$ cat config.mk
export PLATFORM = sky130hd
export DESIGN_NAME = touch_key_midi_toggle
export DESIGN_NICKNAME = d
export VERILOG_FILES = /design/src/rtl/core/tkmt_pkg.sv /design/src/rtl/core/touch_key_midi_toggle.sv
export SDC_FILE = /design/constraint.sdc
export NUM_CORES = 1
export LEC_CHECK = 0
export BUFFER_PORTS_ARGS = -buffer_cell sky130_fd_sc_hd__buf_2
export CORE_MARGIN = 10
export CORE_UTILIZATION = 62
export DETAILED_ROUTE_END_ITERATION = 12
export PLACE_DENSITY = 0.8
export SYNTH_ARGS = -nofsm -noshare
export SYNTH_HDL_FRONTEND = slang
export SYNTH_SLANG_ARGS = --single-unit
export TNS_END_PERCENT = 50
$ cat constraint.sdc
create_clock -name clk_i -period 5.51 [get_ports clk_i]
set_clock_uncertainty 0.2 [all_clocks]
set_input_delay 0.8265 -clock clk_i [delete_from_list [all_inputs] [get_ports clk_i]]
set_output_delay 0.8265 -clock clk_i [all_outputs]
set_load 0.01 [all_outputs]
$ cat src/rtl/core/tkmt_pkg.sv
`timescale 1ns / 1ps
// ----------------------------------------------------------------------------
// tkmt_pkg: shared types and constants of the touch key toggle block
// Field widths, register indexes, reset values, event codes and key modes.
// ----------------------------------------------------------------------------
package tkmt_pkg;

  localparam int unsigned KeyW     = 3;
  localparam int unsigned CountW   = 12;
  localparam int unsigned NoteW    = 7;
  localparam int unsigned VelW     = 7;
  localparam int unsigned PixW     = 8;
  localparam int unsigned KindW    = 2;
  localparam int unsigned CfgIdxW  = 2;
  localparam int unsigned CfgDataW = 12;
  localparam int unsigned InDataW  = 16;
  localparam int unsigned OutDataW = 24;

  // quotient bits of the serial divider, one per step
  localparam int unsigned DivSteps = 8;
  localparam int unsigned DivCntW  = $clog2(DivSteps);
  localparam int unsigned ProdW    = CountW + DivSteps;

  // bit offsets inside the output tdata
  localparam int unsigned NoteLsb = 0;
  localparam int unsigned VelLsb  = NoteLsb + NoteW;
  localparam int unsigned PixLsb  = VelLsb + VelW;

  localparam logic [CfgIdxW-1:0] CfgRelease  = 2'd0;
  localparam logic [CfgIdxW-1:0] CfgFull     = 2'd1;
  localparam logic [CfgIdxW-1:0] CfgNoteBase = 2'd2;

  localparam logic [CountW-1:0] ReleaseReset  = 12'd3000;
  localparam logic [CountW-1:0] FullReset     = 12'd1500;
  localparam logic [NoteW-1:0]  NoteBaseReset = 7'd60;

  localparam logic [PixW-1:0] PressMax = 8'd255;
  localparam logic [VelW-1:0] VelOff   = 7'h7f;

  localparam logic [KindW-1:0] EvNone = 2'd0;
  localparam logic [KindW-1:0] EvOn   = 2'd1;
  localparam logic [KindW-1:0] EvOff  = 2'd2;

  typedef enum logic [1:0] {
    ModeIdle    = 2'd0,
    ModeOn      = 2'd1,
    ModeLatched = 2'd2,
    ModeOff     = 2'd3
  } key_mode_e;

  typedef enum logic [3:0] {
    StIdle = 4'b0001,
    StPrep = 4'b0010,
    StDiv  = 4'b0100,
    StUpd  = 4'b1000
  } fsm_state_e;

endpackage

$ cat src/rtl/core/touch_key_midi_toggle.sv
`timescale 1ns / 1ps
// ----------------------------------------------------------------------------
// touch_key_midi_toggle: touch sample to midi note toggle
// Maps a touch count to a pressure with a serial divider and runs the
// per-key note on / latch / note off toggle.
// ----------------------------------------------------------------------------
// steps: with the linear map, one setup state, 8 restoring divide steps and one
//   update state; when the count is clamped or the span is zero, setup then update
//   only; the update state waits until the output register is free
// one item at a time: the input is ready only in the idle state
// reset: async active low; levels and note base to defaults, all keys idle,
//   stored velocities and pixels zero, output empty
module touch_key_midi_toggle import tkmt_pkg::*; #(
  parameter int unsigned KEY_COUNT = 6
) (
  input  logic                clk_i,
  input  logic                rst_ni,
  input  logic                cfg_we_i,
  input  logic [CfgIdxW-1:0]  cfg_idx_i,
  input  logic [CfgDataW-1:0] cfg_wdata_i,
  input  logic                s_axis_tvalid,
  output logic                s_axis_tready,
  input  logic [InDataW-1:0]  s_axis_tdata,   // touch_count
  input  logic [KeyW-1:0]     s_axis_tuser,   // key_index
  output logic                m_axis_tvalid,
  input  logic                m_axis_tready,
  output logic [OutDataW-1:0] m_axis_tdata,   // note_number, velocity, pixel_level
  output logic [KindW-1:0]    m_axis_tuser    // event_kind
);

  localparam int unsigned KeyIdxW = (KEY_COUNT > 1) ? $clog2(KEY_COUNT) : 1;

  fsm_state_e state_q, state_d;

  logic [CountW-1:0] release_q, full_q;
  logic [NoteW-1:0]  note_base_q;

  logic [KeyW-1:0]    key_q, key_d;
  logic [CountW-1:0]  count_q, count_d;
  logic [CountW-1:0]  rem_q, rem_d;
  logic [PixW-1:0]    quo_q, quo_d;
  logic [DivCntW-1:0] cnt_q, cnt_d;

  key_mode_e       mode_q [KEY_COUNT];
  logic [VelW-1:0] lastv_q [KEY_COUNT];
  logic [PixW-1:0] pix_q [KEY_COUNT];

  logic                out_valid_q, out_valid_d;
  logic [OutDataW-1:0] out_data_q, out_data_d;
  logic [KindW-1:0]    out_kind_q, out_kind_d;

  logic [KeyIdxW-1:0] key_idx;
  logic               key_ok;
  logic [CountW-1:0]  span, diff;
  logic [ProdW-1:0]   prod;
  logic [CountW:0]    trial, trial_sub;
  logic               ge;
  logic               load;
  logic [VelW-1:0]    vel;
  key_mode_e          mode_nx;
  logic [VelW-1:0]    lastv_nx;
  logic [PixW-1:0]    pix_nx;
  logic [KindW-1:0]   kind;
  logic [VelW-1:0]    vel_out;
  logic [NoteW-1:0]   note;

  assign key_ok  = (32'(key_q) < KEY_COUNT);
  assign key_idx = key_ok ? KeyIdxW'(key_q) : '0;
  assign span    = release_q - full_q;
  assign diff    = release_q - count_q;
  // times 255 as times 256 minus one
  assign prod    = {diff, 8'd0} - {8'd0, diff};

  // one restoring divide step
  assign trial     = {rem_q, quo_q[PixW-1]};
  assign trial_sub = trial - {1'b0, span};
  assign ge        = (trial >= {1'b0, span});

  assign load = (state_q == StUpd) && (!out_valid_q || m_axis_tready);
  assign vel  = quo_q[PixW-1:1];
  assign note = note_base_q + NoteW'(key_q);

  assign s_axis_tready = (state_q == StIdle);

  always_comb begin
    state_d = state_q;
    key_d   = key_q;
    count_d = count_q;
    rem_d   = rem_q;
    quo_d   = quo_q;
    cnt_d   = cnt_q;
    unique case (state_q)
      StIdle: begin
        if (s_axis_tvalid) begin
          key_d   = s_axis_tuser;
          count_d = s_axis_tdata[CountW-1:0];
          state_d = StPrep;
        end
      end
      StPrep: begin
        state_d = StUpd;
        if (count_q > release_q) begin
          quo_d = '0;
        end else if (count_q < full_q) begin
          quo_d = PressMax;
        end else if (span == '0) begin
          quo_d = '0;
        end else begin
          rem_d   = prod[ProdW-1:DivSteps];
          quo_d   = prod[DivSteps-1:0];
          cnt_d   = '0;
          state_d = StDiv;
        end
      end
      StDiv: begin
        rem_d = ge ? trial_sub[CountW-1:0] : trial[CountW-1:0];
        quo_d = {quo_q[PixW-2:0], ge};
        cnt_d = cnt_q + 1'b1;
        if (cnt_q == DivCntW'(DivSteps - 1)) begin
          state_d = StUpd;
        end
      end
      StUpd: begin
        if (load) begin
          state_d = StIdle;
        end
      end
      default: state_d = StIdle;
    endcase
  end

  // per-key toggle
  always_comb begin
    mode_nx  = mode_q[key_idx];
    lastv_nx = lastv_q[key_idx];
    pix_nx   = pix_q[key_idx];
    kind     = EvNone;
    vel_out  = '0;
    unique case (mode_q[key_idx])
      ModeIdle: begin
        if (vel != '0) begin
          mode_nx  = ModeOn;
          kind     = EvOn;
          vel_out  = vel;
          lastv_nx = vel;
          pix_nx   = {vel, 1'b0};
        end
      end
      ModeOn: begin
        if (vel == '0) begin
          mode_nx = ModeLatched;
        end else if (vel > lastv_q[key_idx]) begin
          kind     = EvOn;
          vel_out  = vel;
          lastv_nx = vel;
          pix_nx   = {vel, 1'b0};
        end
      end
      ModeLatched: begin
        if (vel != '0) begin
          mode_nx = ModeOff;
          kind    = EvOff;
          vel_out = VelOff;
          pix_nx  = '0;
        end
      end
      ModeOff: begin
        if (vel == '0) begin
          mode_nx = ModeIdle;
          pix_nx  = '0;
        end
      end
      default: mode_nx = ModeIdle;
    endcase
    if (!key_ok) begin
      kind    = EvNone;
      vel_out = '0;
      pix_nx  = '0;
    end
  end

  always_comb begin
    out_valid_d = out_valid_q;
    out_data_d  = out_data_q;
    out_kind_d  = out_kind_q;
    if (m_axis_tready) begin
      out_valid_d = 1'b0;
    end
    if (load) begin
      out_valid_d = 1'b1;
      out_kind_d  = kind;
      out_data_d  = {2'b00, pix_nx, vel_out, note};
    end
  end

  always_ff @(posedge clk_i or negedge rst_ni) begin
    if (!rst_ni) begin
      state_q     <= StIdle;
      out_valid_q <= 1'b0;
      cnt_q       <= '0;
      release_q   <= ReleaseReset;
      full_q      <= FullReset;
      note_base_q <= NoteBaseReset;
    end else begin
      state_q     <= state_d;
      out_valid_q <= out_valid_d;
      cnt_q       <= cnt_d;
      if (cfg_we_i) begin
        unique case (cfg_idx_i)
          CfgRelease:  release_q   <= cfg_wdata_i;
          CfgFull:     full_q      <= cfg_wdata_i;
          CfgNoteBase: note_base_q <= cfg_wdata_i[NoteW-1:0];
          default: ;
        endcase
      end
    end
  end

  always_ff @(posedge clk_i or negedge rst_ni) begin
    if (!rst_ni) begin
      for (int k = 0; k < KEY_COUNT; k++) begin
        mode_q[k]  <= ModeIdle;
        lastv_q[k] <= '0;
        pix_q[k]   <= '0;
      end
    end else if (load && key_ok) begin
      mode_q[key_idx]  <= mode_nx;
      lastv_q[key_idx] <= lastv_nx;
      pix_q[key_idx]   <= pix_nx;
    end
  end

  always_ff @(posedge clk_i) begin
    key_q      <= key_d;
    count_q    <= count_d;
    rem_q      <= rem_d;
    quo_q      <= quo_d;
    out_data_q <= out_data_d;
    out_kind_q <= out_kind_d;
  end

  assign m_axis_tvalid = out_valid_q;
  assign m_axis_tdata  = out_data_q;
  assign m_axis_tuser  = out_kind_q;

endmodule

==> impl_metrics.env <==
export IMPL_outcome="completed"
export IMPL_wl_per_cell_microns=18.8
export IMPL_antenna_found_initial=0
export IMPL_via_per_inst=6.16
export IMPL_max_slew_margin=0.139
export IMPL_sw_frac_of_total=0.403
export IMPL_ctsHoldBuffers=0
export IMPL_insertion_delay_ns=0.44
export IMPL_post_route_period_util=0.887
export IMPL_seqPwrFrac=0.336
export IMPL_p_leak_nw=5.45
export IMPL_setup_viol=0
export IMPL_min_period_ns=4.89
export IMPL_min_delay_start="mode_q[8]"
export IMPL_clock_path_buffers=2
export IMPL_postSynth_asyncResetShare=0.705
export IMPL_hold_class="reg2reg"
export IMPL_track_usage=0.218
export IMPL_ir_worst_vdd_mv=0.309
export IMPL_n_antenna_cell=0
export IMPL_grt_pass1_vias=8479
export IMPL_nets=1246
export IMPL_path_class="reg2reg"
export IMPL_slew_viol_final=0
export IMPL_cts_made_buffers=17
export IMPL_worst_slack_ns=0.625
export IMPL_drc_errors=0
export IMPL_cellPowerDensity_nw_per_um2=531
export IMPL_rr_worst_depth=17
export IMPL_start_kind="flop"
export IMPL_max_stage_delay_ns=0.56
export IMPL_r2r_start="release_q[1]"
export IMPL_p_clk_frac=0.182
export IMPL_hold_viol=0
export IMPL_cts_tree="yes"
export IMPL_numClockSinks=200
export IMPL_grt_max_degree=111
export IMPL_io_pins=66
export IMPL_yosysWarnings=0
export IMPL_root_buffer="clkbuf_16"
export IMPL_worst_hold_path_endpoint="mode_q[8]"
export IMPL_slowest_stage="a311oi_1"
export IMPL_hold_path_cell_count=2
export IMPL_fp_dieArea_sq_um=24200
export IMPL_dp_cells=1349
export IMPL_drt_initial_drc_count=682
export IMPL_yosysSeqAreaShare=0.468
export IMPL_start_util=0.631
export IMPL_synth_edf_count=59
export IMPL_die_h_microns=155
export IMPL_path_cells="inv_1, fa_1, nand2b_1, a21boi_0, o21ai_1, a31oi_1, nand2_1, a311oi_1, ha_1, nand4_1, o31ai_1, o32ai_1, a21oi_2, buf_4, nor2b_1, a211oi_1, a21oi_1"
export IMPL_hpwl_microns=18300
export IMPL_power_frac_comb=0.482
export IMPL_core_area_sq_um=18000
export IMPL_synth_ff_type="dfrtp_1"
export IMPL_synthToLayoutAreaGrowth_pct=9.78
export IMPL_fin_setup_tns_ns=0
export IMPL_rsz0062_at_grt="no"
export IMPL_grt_pass1_wl_microns=43000
export IMPL_dr_pass1_iters=5
export IMPL_required_ns=5.47
export IMPL_synthesis_area_sq_um=11400
export IMPL_vias=8503
export IMPL_ys_top_cells_by_area="dfrtp_1 27%, edfxtp_1 16%, ha_1 7.1%, mux2_2 5.6%, dfstp_2 4.4%"
export IMPL_postCtsSetupRepairBufs=0
export IMPL_die_x_microns=155
export IMPL_path_clk_slew_ns=0.08
export IMPL_critPathCaptureType="flop"
export IMPL_gr_total_overflow=0
export IMPL_internal_power_mw=3.96
export IMPL_synth_top_area_frac=0.268
export IMPL_htree_levels=4
export IMPL_port_buffers=59
export IMPL_syn_area_per_cell_sq_um=10.5
export IMPL_ys_ff_latch=200
export IMPL_placed_cell_area_sq_um=11900
export IMPL_dp_slack_ns=0.657
export IMPL_place_congestion=0.873
export IMPL_syn_inst=1088
export IMPL_antenna_left=0
export IMPL_rr_endpoint="rem_q[4]"
export IMPL_fin_cells=1381
export IMPL_cp_max_fo=7
export IMPL_drive_gt1_frac=0.193
export IMPL_post_cts_resize_count=0
export IMPL_fin_area_sq_um=12500
export IMPL_yosys_area_top_type="dfrtp_1"
export IMPL_p_switching_mw=2.67
export IMPL_rrSetupSlack_ns=0.62
export IMPL_rows=49
export IMPL_max_slew_worst_pin_slew_ns=1.29
export IMPL_drt_total_wl_microns=25900
export IMPL_fmax_ghz=0.205
export IMPL_synth_cell_type_count=77
export IMPL_drv_cap=0
export IMPL_arrival_ns=4.85
==> layout by cell type, fill, tap and decap left out, types with 6 or more instances in the layout <==
cell and count:
nand2_1 129, dfrtp_1 122, o21ai_0 96, nor2_1 70, ha_1 65, inv_1 60, a21oi_1 59, edfxtp_1 59
buf_2 58, mux2_2 57, nor3_1 27, xnor2_1 26, o21a_1 21, dfstp_2 19, mux4_2 17, xor2_1 17
clkbuf_16 17, a22oi_1 15, nand3_1 13, a21o_1 13, buf_4 13, nor2b_1 12, nand2b_1 11, o211ai_1 10
mux2i_1 8, o31ai_1 7, a211oi_1 7, a211o_1 6
==> state kept, by name, indices dropped and copies added (netlist names), 2 cells and up <==
| register | count |
|---|---|
| key_q | 3 |
| cnt_q | 3 |
| mode_q | 12 |
| lastv_q | 42 |
| rem_q | 12 |
| note_base_q | 7 |
| full_q | 12 |
| m_axis_tdata | 22 |
| m_axis_tuser | 2 |
| quo_q | 8 |
| release_q | 12 |
| count_q | 12 |
| state_q | 4 |
| pix_q | 48 |
==> power groups by stage <==
stage / clock (mW) / combinational (mW) / sequential (mW)
after global placement: 0 / 3.05 / 2.23
after global routing: 1.28 / 3.55 / 2.27
after CTS: 1.22 / 3.17 / 2.22
after floorplan: 0 / 2.44 / 2.18
final: 1.21 / 3.20 / 2.23
after detailed placement: 0 / 3.14 / 2.25
==> layout make-up <==
class / instances / area, sq um
Inverter: 61 / 229
Timing Repair Buffer: 73 / 419
Tap cell: 229 / 287
Sequential cell: 200 / 5320
Clock inverter: 12 / 106
Multi-Input combinational cell: 786 / 5670
Clock buffer: 20 / 457
Fill cell: 1364 / 5540
==> per-stage QoR <==
step,hold slack (ns),util,total power [mW]
floorplan,0.241,-,4.62
global placement,0.256,0.662,5.28
detailed placement,0.264,0.662,5.39
CTS,0.281,0.693,6.62
global route,0.292,0.693,7.10
finish,0.279,0.693,6.64
==> cell families (layout without fill, tap and decap cells) <==
logic type	Yosys count	after routing	synth area share
and+or+nand+nor	307	307	0.125
AOI/OAI and AO/OA	280	280	0.158
DFF	200	200	0.468
buffers and inverters	103	166	0.0360
muxes	82	82	0.0971
adders and majority gates	70	70	0.0795
xor gates and xnor gates	45	45	0.0360
other	1	2	0.000330
==> Yosys cell counts, types with 6 or more instances <==
| cell | number |
|---|---|
| a211o_1 | 6 |
| a211oi_1 | 7 |
| a21o_1 | 13 |
| a21oi_1 | 59 |
| a22oi_1 | 15 |
| buf_2 | 9 |
| clkbuf_1 | 29 |
| dfrtp_1 | 122 |
| dfstp_2 | 19 |
| edfxtp_1 | 59 |
| ha_1 | 65 |
| inv_1 | 60 |
| mux2_2 | 57 |
| mux2i_1 | 8 |
| mux4_2 | 17 |
| nand2_1 | 129 |
| nand2b_1 | 11 |
| nand3_1 | 13 |
| nor2_1 | 70 |
| nor2b_1 | 14 |
| nor3_1 | 27 |
| o211ai_1 | 10 |
| o21a_1 | 21 |
| o21ai_0 | 96 |
| o31ai_1 | 7 |
| xnor2_1 | 26 |
| xor2_1 | 17 |
==> how the worst max path moves through the flow <==
| stage | from | end | slack (ns) | cells after the start |
|---|---|---|---|---|
| 2_1_floorplan | key_q[1] | pix_q[14] | 1.29 | 16 |
| 3_3_place_gp | full_q[0] | rem_q[4] | 0.74 | 17 |
| 3_5_place_dp | full_q[0] | rem_q[4] | 0.66 | 17 |
| 4_1_cts | release_q[1] | rem_q[4] | 0.62 | 17 |
| 5_1_grt | release_q[1] | rem_q[4] | 0.24 | 17 |
| 6_report | release_q[1] | rem_q[4] | 0.62 | 17 |
==> critical path: cells and delay by family (launching register included) <==
kind	cells	cell delay [ns]
AO/OA/AOI/OAI	9	2.52
adder cells (fa/ha/maj)	2	0.73
buffers and inverters	2	0.32
flip-flops	1	0.45
AND/OR/NAND/NOR	4	0.39
==> metal layers <==
layer	part of all wire	vias to the layer above	track usage
li1	-	4022	-
met1	0.46	4161	0.305
met2	0.47	292	0.330
met3	0.064	28	0.0507
met4	0.012	0	0.0642
met5	0	-	0
No activity file was read; power rests on OpenSTA's default activity.
